$ cat src/sv/pgpd_pkg.sv
`default_nettype none
package pgpd_pkg;

  localparam int PRIME_W        = 48;
  localparam int LIMIT_W        = 24;
  localparam int RUN_W          = 7;
  localparam int CFG_ADDR_W     = 2;
  localparam int CFG_DATA_W     = 48;
  localparam int HALF_W         = 8;
  localparam int CODE_W         = 32;
  localparam int FIFO_DEPTH_DEF = 4;

  localparam logic [LIMIT_W-1:0] PRIME_LIMIT_RST = 24'd1000;
  localparam logic [PRIME_W-1:0] FIRST_PRIME_RST = 48'd3;
  localparam logic [RUN_W-1:0]   RUN_LIMIT_RST   = 7'd100;
  localparam logic [RUN_W-1:0]   RUN_COUNT_MAX   = 7'd127;

  typedef enum logic [CFG_ADDR_W-1:0] {
    REG_PRIME_LIMIT = 2'd0,
    REG_FIRST_PRIME = 2'd1,
    REG_RUN_LIMIT   = 2'd2,
    REG_UNUSED      = 2'd3
  } cfg_reg_t;

  // One queued byte plus the run-stop verdict taken when it arrived.
  typedef struct packed {
    logic       run_stop;
    logic [7:0] data;
  } byte_item_t;

  typedef struct packed {
    logic [PRIME_W-1:0] prime;
    logic               prime_valid;
    logic               bad_code;
    logic               done_res;
  } result_t;

  // Codewords are keyed with a leading marker bit above the code, so that
  // the key carries both the length and the bits of the prefix.
  function automatic logic [HALF_W-1:0] code_half(input logic [CODE_W-1:0] key);
    logic [HALF_W-1:0] h;
    h = '0;
    unique case (key)
      32'b110001: h = 8'd1;
      32'b101111: h = 8'd2;
      32'b10101: h = 8'd3;
      32'b100011: h = 8'd4;
      32'b110011: h = 8'd5;
      32'b111011: h = 8'd6;
      32'b1111101: h = 8'd7;
      32'b1110001: h = 8'd8;
      32'b110101: h = 8'd9;
      32'b1110011: h = 8'd10;
      32'b1101101: h = 8'd11;
      32'b100001: h = 8'd12;
      32'b11110111: h = 8'd13;
      32'b1001011: h = 8'd14;
      32'b1111111: h = 8'd15;
      32'b10110101: h = 8'd16;
      32'b10110111: h = 8'd17;
      32'b1001101: h = 8'd18;
      32'b10010011: h = 8'd19;
      32'b10110011: h = 8'd20;
      32'b11110101: h = 8'd21;
      32'b111100001: h = 8'd22;
      32'b110111011: h = 8'd23;
      32'b10110001: h = 8'd24;
      32'b110111101: h = 8'd25;
      32'b100111001: h = 8'd26;
      32'b111100101: h = 8'd27;
      32'b100100001: h = 8'd28;
      32'b1101111111: h = 8'd29;
      32'b111100011: h = 8'd30;
      32'b1001110101: h = 8'd31;
      32'b1001110111: h = 8'd32;
      32'b100100011: h = 8'd33;
      32'b11110011011: h = 8'd34;
      32'b1001111111: h = 8'd35;
      32'b1101110001: h = 8'd36;
      32'b11011100101: h = 8'd37;
      32'b10011110111: h = 8'd38;
      32'b1001111001: h = 8'd39;
      32'b10011111001: h = 8'd40;
      32'b111100110001: h = 8'd41;
      32'b11110011101: h = 8'd42;
      32'b100111110111: h = 8'd43;
      32'b110111110001: h = 8'd44;
      32'b11011100111: h = 8'd45;
      32'b1111001111101: h = 8'd46;
      32'b1111001111001: h = 8'd47;
      32'b110111110101: h = 8'd48;
      32'b1101111101111: h = 8'd49;
      32'b1111001100111: h = 8'd50;
      32'b100111101011: h = 8'd51;
      32'b1001111010001: h = 8'd52;
      32'b11110011110111: h = 8'd53;
      32'b1111001100101: h = 8'd54;
      32'b11110011111111: h = 8'd55;
      32'b11011111011011: h = 8'd56;
      32'b1001111101011: h = 8'd57;
      32'b10011110100111: h = 8'd58;
      32'b10011110100101: h = 8'd59;
      32'b1001111101001: h = 8'd60;
      32'b110111110011101: h = 8'd61;
      32'b110111110110001: h = 8'd62;
      32'b11011111001101: h = 8'd63;
      32'b1111001111110111: h = 8'd64;
      32'b110111110010111: h = 8'd65;
      32'b111100111111001: h = 8'd66;
      32'b1101111101100111: h = 8'd67;
      32'b1101111100111111: h = 8'd68;
      32'b110111110010101: h = 8'd69;
      32'b1111001111010011: h = 8'd70;
      32'b11110011111101011: h = 8'd71;
      32'b1111001111010111: h = 8'd72;
      32'b11011111011001011: h = 8'd73;
      32'b11110011110100011: h = 8'd74;
      32'b1111001111010101: h = 8'd75;
      32'b11011111001001001: h = 8'd76;
      32'b11011111001111011: h = 8'd77;
      32'b1101111100100001: h = 8'd78;
      32'b111100111101000011: h = 8'd79;
      32'b11011111001000101: h = 8'd80;
      32'b11011111001111001: h = 8'd81;
      32'b110111110010011101: h = 8'd82;
      32'b110111110010001111: h = 8'd83;
      32'b11011111001001101: h = 8'd84;
      32'b110111110010010101: h = 8'd85;
      32'b1111001111110100001: h = 8'd86;
      32'b111100111101000001: h = 8'd87;
      32'b1101111101100100101: h = 8'd88;
      32'b1101111100100101111: h = 8'd89;
      32'b110111110110010001: h = 8'd90;
      32'b1101111100100011011: h = 8'd91;
      32'b11110011111101001001: h = 8'd92;
      32'b1101111101100100111: h = 8'd93;
      32'b11011111001001111001: h = 8'd94;
      32'b11110011111101001011: h = 8'd95;
      32'b1101111100100011001: h = 8'd96;
      32'b111100111111010011011: h = 8'd97;
      32'b111100111111010011101: h = 8'd98;
      32'b11110011111101000111: h = 8'd99;
      32'b111100111111010001011: h = 8'd100;
      32'b110111110010011111101: h = 8'd101;
      32'b11011111001001011011: h = 8'd102;
      32'b1111001111110100111101: h = 8'd103;
      32'b110111110010010110011: h = 8'd104;
      32'b11011111001001111101: h = 8'd105;
      32'b1101111100100111101001: h = 8'd106;
      32'b1101111100100111101011: h = 8'd107;
      32'b1111001111110100111111: h = 8'd108;
      32'b1101111100100101100001: h = 8'd109;
      32'b1101111100100111111101: h = 8'd110;
      32'b1111001111110100010011: h = 8'd111;
      32'b11110011111101001100001: h = 8'd112;
      32'b11011111001001111011111: h = 8'd113;
      32'b1101111100100111101101: h = 8'd114;
      32'b11011111001001111111101: h = 8'd115;
      32'b111100111111010011001001: h = 8'd116;
      32'b11110011111101001100111: h = 8'd117;
      32'b111100111111010001000011: h = 8'd118;
      32'b111100111111010011000111: h = 8'd119;
      32'b11011111001001111111111: h = 8'd120;
      32'b110111110010010110001001: h = 8'd121;
      32'b110111110010010110001011: h = 8'd122;
      32'b111100111111010001000101: h = 8'd123;
      32'b1111001111110100110001011: h = 8'd124;
      32'b1111001111110100010000011: h = 8'd125;
      32'b111100111111010001000111: h = 8'd126;
      32'b11110011111101001100101101: h = 8'd127;
      32'b1101111100100101100011001: h = 8'd128;
      32'b110111110010010110001111: h = 8'd129;
      32'b1101111100100111101110011: h = 8'd130;
      32'b11110011111101000100000001: h = 8'd131;
      32'b1101111100100111101110001: h = 8'd132;
      32'b11110011111101001100010011: h = 8'd133;
      32'b111100111111010011001011101: h = 8'd134;
      32'b1101111100100111101110111: h = 8'd135;
      32'b111100111111010011001010101: h = 8'd136;
      32'b111100111111010011001010011: h = 8'd137;
      32'b11110011111101001100010001: h = 8'd138;
      32'b110111110010011110111010011: h = 8'd139;
      32'b11011111001001011000110101: h = 8'd140;
      32'b111100111111010011001011111: h = 8'd141;
      32'b1111001111110100010000001111: h = 8'd142;
      32'b110111110010011110111010101: h = 8'd143;
      32'b110111110010011110111010111: h = 8'd144;
      32'b111100111111010001000000101: h = 8'd145;
      32'b11110011111101001100101000011: h = 8'd146;
      32'b110111110010010110001101111: h = 8'd147;
      32'b11110011111101001100101000101: h = 8'd148;
      32'b111100111111010011001010111101: h = 8'd149;
      32'b110111110010010110001101101: h = 8'd150;
      32'b111100111111010011001010111111: h = 8'd151;
      32'b11011111001001111011101000101: h = 8'd152;
      32'b11110011111101001100101011101: h = 8'd153;
      32'b111100111111010001000000110001: h = 8'd154;
      32'b111100111111010001000000110011: h = 8'd155;
      32'b11011111001001111011101000001: h = 8'd156;
      32'b1111001111110100110010100000111: h = 8'd157;
      32'b11110011111101001100101011011101: h = 8'd158;
      32'b11110011111101001100101000111: h = 8'd159;
      32'b111100111111010011001010110001: h = 8'd160;
      32'b111100111111010001000000110101: h = 8'd161;
      32'b11110011111101001100101011011111: h = 8'd162;
      32'b111100111111010001000000110111: h = 8'd163;
      32'b1111001111110100110010101100101: h = 8'd164;
      32'b11011111001001111011101000011: h = 8'd165;
      32'b111100111111010011001010000001: h = 8'd166;
      32'b1111001111110100110010101100111: h = 8'd168;
      32'b11011111001001111011101000111: h = 8'd170;
      32'b1111001111110100110010101101001: h = 8'd171;
      32'b1111001111110100110010101101011: h = 8'd173;
      32'b1111001111110100110010101101101: h = 8'd177;
      32'b1111001111110100110010100000101: h = 8'd191;
      default: h = '0;
    endcase
    return h;
  endfunction

endpackage
`default_nettype wire

$ cat src/sv/pgpd_front.sv
`default_nettype none
module pgpd_front import pgpd_pkg::*; (
  input  wire logic                  clk,
  input  wire logic                  rst_n,
  input  wire logic                  acc,
  input  wire logic [7:0]            data,
  input  wire logic                  lim_we,
  input  wire logic [RUN_W-1:0]      lim_data,
  output byte_item_t                 item
);

  logic [7:0]       prev_r;
  logic [RUN_W-1:0] cnt_r, cnt_nxt;
  logic [RUN_W-1:0] lim_r;

  // Run length including the byte now arriving, saturating.
  always_comb begin
    if (data != prev_r) begin
      cnt_nxt = RUN_W'(1);
    end else if (cnt_r == RUN_COUNT_MAX) begin
      cnt_nxt = cnt_r;
    end else begin
      cnt_nxt = cnt_r + RUN_W'(1);
    end
  end

  assign item.data     = data;
  assign item.run_stop = (cnt_nxt >= lim_r);

  always_ff @(posedge clk) begin
    if (!rst_n) begin
      prev_r <= '0;
      cnt_r  <= '0;
      lim_r  <= RUN_LIMIT_RST;
    end else begin
      if (acc) begin
        prev_r <= data;
        cnt_r  <= cnt_nxt;
      end
      if (lim_we) begin
        lim_r <= lim_data;
      end
    end
  end

endmodule
`default_nettype wire

$ cat src/sv/pgpd_queue.sv
`default_nettype none
module pgpd_queue import pgpd_pkg::*; #(
  parameter int DEPTH = FIFO_DEPTH_DEF
) (
  input  wire logic clk,
  input  wire logic rst_n,
  input  wire logic push,
  input  byte_item_t push_item,
  output logic      full,
  input  wire logic pop,
  output logic      empty,
  output byte_item_t head
);

  localparam int AW = (DEPTH > 1) ? $clog2(DEPTH) : 1;

  byte_item_t     mem [DEPTH];
  logic [AW-1:0]  wr_r, rd_r;
  logic [AW:0]    cnt_r;

  assign full  = (cnt_r == (AW+1)'(DEPTH));
  assign empty = (cnt_r == '0);
  assign head  = mem[rd_r];

  always_ff @(posedge clk) begin
    if (push && !full) begin
      mem[wr_r] <= push_item;
    end
  end

  always_ff @(posedge clk) begin
    if (!rst_n) begin
      wr_r  <= '0;
      rd_r  <= '0;
      cnt_r <= '0;
    end else begin
      if (push && !full) begin
        wr_r <= (wr_r == AW'(DEPTH-1)) ? '0 : wr_r + AW'(1);
      end
      if (pop && !empty) begin
        rd_r <= (rd_r == AW'(DEPTH-1)) ? '0 : rd_r + AW'(1);
      end
      cnt_r <= cnt_r + (AW+1)'(push && !full) - (AW+1)'(pop && !empty);
    end
  end

endmodule
`default_nettype wire

$ cat src/sv/pgpd_back.sv
`default_nettype none
module pgpd_back import pgpd_pkg::*; (
  input  wire logic               clk,
  input  wire logic               rst_n,
  input  wire logic               q_empty,
  input  byte_item_t              q_head,
  output logic                    q_pop,
  input  wire logic               lim_we,
  input  wire logic [LIMIT_W-1:0] lim_data,
  input  wire logic               fp_we,
  input  wire logic [PRIME_W-1:0] fp_data,
  output logic                    out_valid,
  input  wire logic               out_ready,
  output result_t                 out_res,
  output logic                    out_last
);

  logic [7:0]         byte_r, byte_nxt;
  logic [2:0]         bit_r, bit_nxt;
  logic               busy_r, busy_nxt;
  logic               flush_r, flush_nxt;
  logic               rstop_r, rstop_nxt;
  logic               stopped_r, stopped_nxt;
  logic [CODE_W-1:0]  pfx_r, pfx_nxt;
  logic [PRIME_W-1:0] prime_r, prime_nxt;
  logic [LIMIT_W-1:0] left_r, left_nxt;
  logic               pend_v_r, pend_v_nxt;
  result_t            pend_r, pend_nxt;
  logic               ov_r, ov_nxt;
  result_t            ores_r, ores_nxt;
  logic               olast_r, olast_nxt;

  logic               slot_free;
  logic               bad;
  logic [CODE_W-1:0]  key;
  logic [HALF_W-1:0]  half;
  logic [PRIME_W-1:0] sum;
  logic               hit;
  result_t            fin_res;
  logic               fin_v;

  assign slot_free = !ov_r || out_ready;
  // The marker bit at the top means the prefix already holds the longest code.
  assign bad  = pfx_r[CODE_W-1];
  assign key  = {pfx_r[CODE_W-2:0], byte_r[7]};
  assign half = code_half(key);
  assign hit  = !bad && (half != '0);
  assign sum  = prime_r + {{(PRIME_W-HALF_W-1){1'b0}}, half, 1'b0};

  always_comb begin
    byte_nxt    = byte_r;
    bit_nxt     = bit_r;
    busy_nxt    = busy_r;
    flush_nxt   = flush_r;
    rstop_nxt   = rstop_r;
    stopped_nxt = stopped_r;
    pfx_nxt     = pfx_r;
    prime_nxt   = prime_r;
    left_nxt    = left_r;
    pend_v_nxt  = pend_v_r;
    pend_nxt    = pend_r;
    ov_nxt      = slot_free ? 1'b0 : ov_r;
    ores_nxt    = ores_r;
    olast_nxt   = olast_r;
    q_pop       = 1'b0;
    fin_res     = pend_r;
    fin_v       = pend_v_r;

    if (busy_r) begin
      if (!(bad || hit) || !pend_v_r || slot_free) begin
        byte_nxt = {byte_r[6:0], 1'b0};
        bit_nxt  = bit_r + 3'd1;
        if (bit_r == 3'd7) begin
          busy_nxt  = 1'b0;
          flush_nxt = 1'b1;
        end
        if (bad || hit) begin
          if (pend_v_r) begin
            ov_nxt    = 1'b1;
            ores_nxt  = pend_r;
            olast_nxt = 1'b0;
          end
          pend_v_nxt = 1'b1;
          pfx_nxt    = CODE_W'(1);
        end else begin
          pfx_nxt = key;
        end
        if (bad) begin
          pend_nxt = '{prime: prime_r, prime_valid: 1'b0, bad_code: 1'b1, done_res: 1'b0};
        end else if (hit) begin
          prime_nxt = sum;
          pend_nxt  = '{prime: sum, prime_valid: 1'b1, bad_code: 1'b0,
                        done_res: (left_r <= LIMIT_W'(1))};
          if (left_r <= LIMIT_W'(1)) begin
            left_nxt    = '0;
            stopped_nxt = 1'b1;
            busy_nxt    = 1'b0;
            flush_nxt   = 1'b1;
          end else begin
            left_nxt = left_r - LIMIT_W'(1);
          end
        end
      end
    end else if (flush_r) begin
      if (!stopped_r && rstop_r) begin
        fin_v            = 1'b1;
        fin_res.done_res = 1'b1;
        if (!pend_v_r) begin
          fin_res = '{prime: prime_r, prime_valid: 1'b0, bad_code: 1'b0, done_res: 1'b1};
        end
      end
      if (!fin_v || slot_free) begin
        flush_nxt  = 1'b0;
        pend_v_nxt = 1'b0;
        if (!stopped_r && rstop_r) begin
          stopped_nxt = 1'b1;
        end
        if (fin_v) begin
          ov_nxt    = 1'b1;
          ores_nxt  = fin_res;
          olast_nxt = 1'b1;
        end
      end
    end else if (!q_empty) begin
      q_pop = 1'b1;
      if (!stopped_r) begin
        byte_nxt  = q_head.data;
        rstop_nxt = q_head.run_stop;
        bit_nxt   = '0;
        busy_nxt  = 1'b1;
      end
    end

    if (lim_we) begin
      left_nxt = lim_data;
    end
    if (fp_we) begin
      prime_nxt = fp_data;
    end
  end

  always_ff @(posedge clk) begin
    byte_r  <= byte_nxt;
    bit_r   <= bit_nxt;
    rstop_r <= rstop_nxt;
    pend_r  <= pend_nxt;
    ores_r  <= ores_nxt;
    olast_r <= olast_nxt;
  end

  always_ff @(posedge clk) begin
    if (!rst_n) begin
      busy_r    <= 1'b0;
      flush_r   <= 1'b0;
      stopped_r <= 1'b0;
      pfx_r     <= CODE_W'(1);
      prime_r   <= FIRST_PRIME_RST;
      left_r    <= PRIME_LIMIT_RST;
      pend_v_r  <= 1'b0;
      ov_r      <= 1'b0;
    end else begin
      busy_r    <= busy_nxt;
      flush_r   <= flush_nxt;
      stopped_r <= stopped_nxt;
      pfx_r     <= pfx_nxt;
      prime_r   <= prime_nxt;
      left_r    <= left_nxt;
      pend_v_r  <= pend_v_nxt;
      ov_r      <= ov_nxt;
    end
  end

  assign out_valid = ov_r;
  assign out_res   = ores_r;
  assign out_last  = olast_r;

endmodule
`default_nettype wire

$ cat src/sv/prime_gap_prefix_decoder.sv
`default_nettype none
// Channel   | Direction | Handshake          | Payload
// in_       | input     | in_tvalid/tready   | tdata[7:0] = data_byte
// out_      | output    | out_tvalid/tready  | tdata = prime, tuser = flags, tlast
// cfg_      | input     | cfg_we             | cfg_addr selects register, cfg_wdata
//
// In the decoding engine a byte is loaded from the queue, its bits are shifted
// one per cycle through the codeword match while no finished code waits on
// a stalled result register, and the byte is closed out before the next is loaded.
// Bytes are taken every cycle while the queue has room.
// Reset is synchronous and active low; it restores the register defaults.
// A stalled result register holds the engine only when a new result must
// be pushed; the front keeps taking bytes until the queue fills.
module prime_gap_prefix_decoder import pgpd_pkg::*; #(
  parameter int FIFO_DEPTH = FIFO_DEPTH_DEF
) (
  input  wire logic                    clk,
  input  wire logic                    rst_n,
  input  wire logic                    in_tvalid,
  output logic                         in_tready,
  input  wire logic [7:0]              in_tdata,   // [7:0] data_byte
  output logic                         out_tvalid,
  input  wire logic                    out_tready,
  output logic [PRIME_W-1:0]           out_tdata,  // [47:0] prime
  output logic [2:0]                   out_tuser,  // [0] prime_valid, [1] bad_code, [2] done_res
  output logic                         out_tlast,  // last_of_run
  input  wire logic                    cfg_we,
  input  wire logic [CFG_ADDR_W-1:0]   cfg_addr,
  input  wire logic [CFG_DATA_W-1:0]   cfg_wdata
);

  byte_item_t push_item, head;
  logic       full, empty, pop, acc;
  result_t    res;
  logic       lim_we, fp_we, run_we;

  assign in_tready = !full;
  assign acc       = in_tvalid && !full;

  // Register decode: each write also loads the working copy.
  always_comb begin
    lim_we = 1'b0;
    fp_we  = 1'b0;
    run_we = 1'b0;
    unique case (cfg_reg_t'(cfg_addr))
      REG_PRIME_LIMIT: lim_we = cfg_we;
      REG_FIRST_PRIME: fp_we  = cfg_we;
      REG_RUN_LIMIT:   run_we = cfg_we;
      default: ;
    endcase
  end

  pgpd_front u_front (
    .clk      (clk),
    .rst_n    (rst_n),
    .acc      (acc),
    .data     (in_tdata),
    .lim_we   (run_we),
    .lim_data (cfg_wdata[RUN_W-1:0]),
    .item     (push_item)
  );

  pgpd_queue #(.DEPTH(FIFO_DEPTH)) u_queue (
    .clk       (clk),
    .rst_n     (rst_n),
    .push      (acc),
    .push_item (push_item),
    .full      (full),
    .pop       (pop),
    .empty     (empty),
    .head      (head)
  );

  pgpd_back u_back (
    .clk       (clk),
    .rst_n     (rst_n),
    .q_empty   (empty),
    .q_head    (head),
    .q_pop     (pop),
    .lim_we    (lim_we),
    .lim_data  (cfg_wdata[LIMIT_W-1:0]),
    .fp_we     (fp_we),
    .fp_data   (cfg_wdata[PRIME_W-1:0]),
    .out_valid (out_tvalid),
    .out_ready (out_tready),
    .out_res   (res),
    .out_last  (out_tlast)
  );

  assign out_tdata = res.prime;
  assign out_tuser = {res.done_res, res.bad_code, res.prime_valid};

endmodule
`default_nettype wire

$ cat config.mk
export PLATFORM = sky130hd
export DESIGN_NAME = prime_gap_prefix_decoder
export DESIGN_NICKNAME = d
export VERILOG_FILES = /design/src/sv/pgpd_pkg.sv /design/src/sv/pgpd_front.sv /design/src/sv/pgpd_queue.sv /design/src/sv/pgpd_back.sv /design/src/sv/prime_gap_prefix_decoder.sv
export SDC_FILE = /design/constraint.sdc
export NUM_CORES = 1
export LEC_CHECK = 0
export CAP_MARGIN = 20
export CELL_PAD_IN_SITES_DETAIL_PLACEMENT = 1
export CELL_PAD_IN_SITES_GLOBAL_PLACEMENT = 2
export CORE_AREA = 5 5 228 230
export CTS_BUF_LIST = sky130_fd_sc_hd__clkbuf_4 sky130_fd_sc_hd__clkbuf_8 sky130_fd_sc_hd__clkbuf_16
export CTS_CLUSTER_SIZE = 20
export DETAILED_ROUTE_END_ITERATION = 10
export DIE_AREA = 0 0 233 235
export DONT_BUFFER_PORTS = 1
export PLACE_DENSITY = 0.85
export SYNTH_ARGS = -nofsm -noshare
export SYNTH_HDL_FRONTEND = slang
export SYNTH_SLANG_ARGS = --single-unit
$ cat constraint.sdc
create_clock -name clk -period 19.6 [get_ports clk]
set_input_delay 4.9 -clock clk [delete_from_list [all_inputs] [get_ports clk]]
set_output_delay 4.9 -clock clk [all_outputs]
set_load 0.01 [all_outputs]
Word-level counts from Yosys, hierarchy flattened

Memories as Yosys holds them, arrays and structs flattened. A register that Yosys moved wholly into a read port is not among the register bits.
Cells that the tools add are included.

Bits in registers: 253
RAM bits: 36
Bits of input ports: 63
Memories: 1

Memories:

| name        | words | bits a word | rd ports | clocked after Yosys merged registers in | write ports | RTL line         | RTL |
|---|---|---|---|---|---|---|---|
| u_queue.mem | 4     | 9           | 1        | 1                                       | 1           | pgpd_queue.sv:17 | `byte_item_t mem [DEPTH];` |

Add/sub/neg operators: 8
Order comparisons: 2
Eq/ne operators: 191
Mux-type cells: 96
Bitwise operators: 4
Reduce and logical (&&, ||, !) cells: 41

Operator list:

| operator                                        | count |
|---|---|
| case mux 8 bit (172 select lines)               | 1 |
| two-way mux 51 bit                              | 11 |
| == test 32 x 27 -> 1 bit, second input constant | 10 |
| == test 32 x 13 -> 1 bit, second input constant | 8 |
| == test 32 x 17 -> 1 bit, second input constant | 8 |
| == test 32 x 22 -> 1 bit, second input constant | 8 |
| == test 32 x 24 -> 1 bit, second input constant | 8 |
| == test 32 x 29 -> 1 bit, second input constant | 8 |
| == test 32 x 30 -> 1 bit, second input constant | 8 |
| == test 32 x 9 -> 1 bit, second input constant  | 8 |
| two-way mux 48 bit                              | 5 |
| == test 32 x 16 -> 1 bit, second input constant | 7 |
| == test 32 x 31 -> 1 bit, second input constant | 7 |
| == test 32 x 6 -> 1 bit, second input constant  | 7 |
| == test 32 x 7 -> 1 bit, second input constant  | 7 |
| == test 32 x 8 -> 1 bit, second input constant  | 7 |
| == test 32 x 10 -> 1 bit, second input constant | 6 |
| == test 32 x 11 -> 1 bit, second input constant | 6 |
| == test 32 x 14 -> 1 bit, second input constant | 6 |
| == test 32 x 18 -> 1 bit, second input constant | 6 |
| == test 32 x 19 -> 1 bit, second input constant | 6 |
| == test 32 x 20 -> 1 bit, second input constant | 6 |
| == test 32 x 25 -> 1 bit, second input constant | 6 |
| == test 32 x 12 -> 1 bit, second input constant | 5 |
| 43 further kinds                                | 177 |

Logic depth before layout (Yosys ltp)

Word-level depth: 11
Gate-level depth with buffers: 25
Gate-level depth less buffers: 20

By module

Synthesis repeated with hierarchy kept, for this count alone.

Cells, all modules: 2285
Area total of the unflattened synthesis: 20347.0 µm²

By module, submodules not included:

| module                   | times used | cells each | area each (µm²) | sequential area each (µm²) |
|---|---|---|---|---|
| pgpd_back                | 1          | 2028       | 17141.4         | 5635.4 |
| pgpd_queue               | 1          | 99         | 1784.2          | 1261.2 |
| pgpd_front               | 1          | 153        | 1381.3          | 440.4 |
| prime_gap_prefix_decoder | 1          | 5          | 40.0            | 0.0 |

Least setup slack after synthesis

No wires, ideal clock.

Kind: input to register
Start: in out_tready
End: reg u_back.olast_r (netlist: u_back.out_last) (enable)
Library setup time: 0.540 ns
Data arrival time: 8.825 ns
Required time: 19.060 ns
Slack: 10.236 ns
Stages on the path: 2
Cells stage by stage: nor2b_1 > a211oi_1

Cells in the longest elaborated chain, start to end: 4

Ends and longest elaborated chain:

| what                                                                  | RTL line                          | RTL |
|---|---|---|
| start, declared                                                       | prime_gap_prefix_decoder.sv:23    | `input wire logic out_tready,` |
| logical OR 1 bit *                                                    | pgpd_back.sv:42                   | `assign slot_free = !ov_r \|\| out_ready;` |
| logical OR 1 bit, on equally long branches                            | pgpd_back.sv:70, pgpd_back.sv:112 |  |
| inequality test 2 bit (no line) or nonzero test 2 bit (tied branches) | -                                 |  |
| AND reduction 6 bit (no line) *                                       | -                                 |  |
| end signal, assigned                                                  | pgpd_back.sv:148                  | `olast_r <= olast_nxt;` |
| end, declared                                                         | pgpd_back.sv:31                   | `logic olast_r, olast_nxt;` |

Mark *: on every way between the ends. The rest lies on a longest branch, timed or not.
A chain may end at the register's enable or synchronous reset.

Final worst setup path

Start: reg u_back.pfx_r[8]
End: reg u_back.pend_r[17] (netlist bit) (data pin)

Cells in the longest elaborated chain, start to end: 5

Ends and longest elaborated chain:

| what                                             | RTL line         | RTL |
|---|---|---|
| start, declared                                  | pgpd_back.sv:24  | `logic [CODE_W-1:0] pfx_r, pfx_nxt;` |
| start signal, assigned                           | pgpd_back.sv:165 | `pfx_r <= pfx_nxt;` |
| == test 32 x 31 -> 1 bit (tied with other cells) | pgpd_pkg.sv:43   | `unique case (key)` |
| case mux 8 bit (172 select lines) *              | pgpd_pkg.sv:43   |  |
| adder 48 x 9 -> 48 bit *                         | pgpd_back.sv:48  | `assign sum = prime_r + {{(PRIME_W-HALF_W-1){1'b0}}, half, 1'b0};` |
| two-way mux 51 bit *                             | pgpd_back.sv:90  | `end else if (hit) begin` |
| two-way mux 51 bit *                             | pgpd_back.sv:88  | `if (bad) begin` |
| end signal, assigned                             | pgpd_back.sv:146 | `pend_r <= pend_nxt;` |
| end, declared                                    | pgpd_back.sv:28  | `result_t pend_r, pend_nxt;` |

Mark *: on every way between the ends. The rest lies on a longest branch, timed or not. The select of a mux whose other input is x is not followed.

==> flow_metrics.tcl <==
set metrics [dict create \
    max_stage_delay_ns 1.02 \
    cts_resized 0 \
    cpMaxStageDelayCell "dfxtp_1" \
    grt_pass1_wl_mm 134 \
    viasPerCell 6.87 \
    rsz0062_at_grt "no" \
    arrival_ns 7.44 \
    critPathCaptureType "flop" \
    clock_sinks 291 \
    clkPwrFrac_pct 36.5 \
    hold_path.class "reg -> reg" \
    final_cell_area_sq_um 21300 \
    p_sw_mw 0.567 \
    clk_pin_slew_ns 0.06 \
    internal_power_mw 1.22 \
    synth_seq_area_share_pct 37.5 \
    holdWs_ns 0.472 \
    design.die.area_sq_um 54800 \
    clockBufferDepth 3 \
    setup-violations-final 0 \
    grt_overflow_total 0 \
    synth-seq-cells 291 \
    wl_met2_mm 39.2 \
    critPathLaunchType "flop" \
    switching_share_pct 31.8 \
    synth_edf_count 151 \
    ios 117 \
    yosys.area.top_type "edfxtp_1" \
    synthArstFlopShare_pct 0 \
    drive_gt1_share_pct 12.4 \
    routed.top_layer "met5" \
    placedInstanceArea_sq_um 20200 \
    wl_mm 92.8 \
    core_area_sq_um 49700 \
    relSlewSlack_pct 13.2 \
    hold_viol 0 \
    pwr-share-seq_pct 41.7 \
    synth_ff_type "edfxtp_1" \
    root_buffer "clkbuf_16" \
    irDropWorstVdd_mv 0.0851 \
    place_congestion 1.03 \
    detail_route.iter0.violations 2067 \
    wire_per_inst_um 33.0 \
    finalNetCount 2207 \
    cp.required_ns 19.87 \
    fin_crit_ns 7.17 \
    p_comb_share_pct 21.8 \
    route.detailed.drc 0 \
    synth.avg_cell_area_sq_um 8.93 \
    tns_ns 0 \
    worst_pin_slew_ns 1.29 \
    initial_core_util_pct 39.4 \
    power_leakage_nw 7.18 \
    power_density_nw_per_um2 83.6 \
    run_status "finished clean" \
    synth_top_area_share_pct 23.2 \
    cts_tree "yes" \
    cts_hold_buf 0 \
    final-max-slew-violation-count 0 \
    cts_inserted_buffers 35 \
    grt_pass1_vias 18753 \
    die_w_um 233 \
    synthTopCellsByArea "edfxtp_1 23%, dfxtp_1 14%, nand2_1 3.7%" \
    antenna_left 0 \
    synthesis.area_sq_um 19600 \
    rows 82 \
    ys_types 102 \
    path_class "reg -> reg" \
    syn-num-nets 2285 \
    grtUsageTotal_pct 32.5 \
    wl_met3_mm 8.28 \
    io_buffers 0 \
    insertion_delay_ns 0.55 \
    max_freq_mhz 139 \
    final_core_util_pct 42.9 \
    diodes 0 \
    area_growth_pct 8.87 \
    antenna_found_initial 3 \
    die_h_um 235 \
    place_ws_ns 12.09 \
    fin_skew_ns 0.0291 \
    grt_max_degree 121 \
    maxCapViolCount 0 \
    vias 19330 \
    dr.pass1.iters 5 \
    wirelength_met1_mm 42.2 \
    htreeDepth 2 \
    syn_inst 2193 \
    path_cells "nand4bb_1 -> nor4_1 -> and2b_1 -> a221oi_1 -> o2111ai_1 -> nor4_1 -> nand4_1 -> ha_1 -> a21o_1 -> a21oi_1 -> o21ai_0 -> a2111o_1 -> a32oi_2 -> buf_4 -> nand2b_1 -> nor2_1 -> xor2_1" \
    cp_common_cell "nor4_1" \
    period_share_pct 36.6 \
    crit_fanout 29 \
    timing.final.ws_setup_ns 12.43 \
    yosys_warnings 0 \
    dp_hpwl_mm 67.2 \
    post-cts-setup-buffers 0 \
]
[cell usage after synthesis (20+ instances only)]
cell,n
dfxtp_1,140
a31oi_1,63
or3_1,28
o21a_1,30
nor4_1,78
xnor2_1,20
ha_1,27
or4_1,52
o21ai_0,100
clkbuf_1,115
a21boi_1,21
nand2_1,194
edfxtp_1,151
buf_2,33
a21oi_1,85
nand4b_1,28
inv_1,33
nand4_1,73
nand3_1,81
xor2_1,38
mux2_2,49
nor3_1,61
nor2_1,170
o31ai_1,25
and3_1,61
o22ai_1,21
[layout by cell type (no fill, tap or decap), types with 21 or more instances in the layout]
cell and n:
or3_1 28, nand2_1 194, nor2_1 169, o21a_1 30
mux2_2 49, nor3_1 61, inv_1 33, clkbuf_16 35
nand4_1 73, xor2_1 38, buf_4 70, o31ai_1 25
and3_1 61, o21ai_0 100, a21boi_1 21, a31oi_1 63
nand3_1 81, ha_1 27, or4_1 52, a21oi_1 85
nor4_1 73, edfxtp_1 151, o22ai_1 21, dfxtp_1 137
nand4b_1 28
[flip-flops by register name, indices dropped and copies added (netlist names), named ones only]
signal	flops
u_back.out_res	51
u_back.flush_r	1
u_queue.rd_r	2
u_back.stopped_r	1
u_back.out_last	1
u_back.bit_r	3
u_front.cnt_r	7
u_back.busy_r	1
u_back.pend_r	51
u_queue.wr_r	2
u_back.pfx_r	32
u_back.rstop_r	1
u_back.prime_r	48
u_front.prev_r	8
u_front.lim_r	7
u_queue.cnt_r	3
u_back.pend_v_r	1
u_back.left_r	24
u_back.byte_r	8
u_queue.mem	36
[critical path, delay by kind of cell (launching register included)]
kind | cells | cell delay [ns]
XOR/XNOR | 1 | 0.18
AND/OR/NAND/NOR | 7 | 2.72
AO/OA/AOI/OAI | 7 | 2.31
buffers and inverters | 1 | 0.33
adder cells (fa/ha/maj) | 1 | 0.30
flip-flops | 1 | 1.02
[per-layer routing]
metal  up-vias  global-route usage, %
met5         -                      0
met4         4                   9.86
met3       169                   7.69
met2       925                   47.0
met1      9867                   48.2
li1       8365                      -
[cell families (layout without fill, tap and decap cells)]
logic type,count (synthesis),in the layout,synth area share [%]
compound gates,497,497,17.2
fa+ha+maj,29,29,1.93
simple gates,1024,1024,31.0
buf+inv,222,170,5.20
mux,72,72,4.57
flops,291,291,37.5
xor+xnor,58,58,2.59
[final cells by class]
| cell class | instances | area [sq um] |
|---|---|---|
| clock inverter | 18 | 186 |
| inverter | 36 | 135 |
| tap | 672 | 841 |
| sequential | 291 | 7340 |
| clock buffer | 45 | 957 |
| fill | 5708 | 28300 |
| timing repair buffer | 71 | 531 |
| multi-input combinational | 1680 | 11300 |
[power groups by stage]
stage / clock (mW) / sequential (mW) / combinational (mW)
2_1_floorplan: 0 / 0.735 / 0.270
3_3_place_gp: 0 / 0.753 / 0.366
3_5_place_dp: 0 / 0.756 / 0.376
4_1_cts: 0.663 / 0.743 / 0.382
5_1_grt: 0.690 / 0.749 / 0.408
6_report: 0.650 / 0.744 / 0.389
[worst paths after layout]
check                    startpoint  slack (ns)                 to  cells past startpoint
setup / recovery    u_back.pfx_r[8]       12.43  u_back.pend_r[17]                     17
hold / removal    u_front.prev_r[7]        0.47  u_front.prev_r[7]                      2
setup reg to reg    u_back.pfx_r[8]       12.43  u_back.pend_r[17]                     17
hold reg to reg   u_front.prev_r[7]        0.47  u_front.prev_r[7]                      2
[stage by stage]
step | power, mW | std cells
after floorplan | 1.01 | 2193
after global placement | 1.12 | 2748
after detailed placement | 1.13 | 2749
after CTS | 1.79 | 2812
after global routing | 1.85 | 2813
final | 1.78 | 2813
Power figures use the tool's default switching activity.
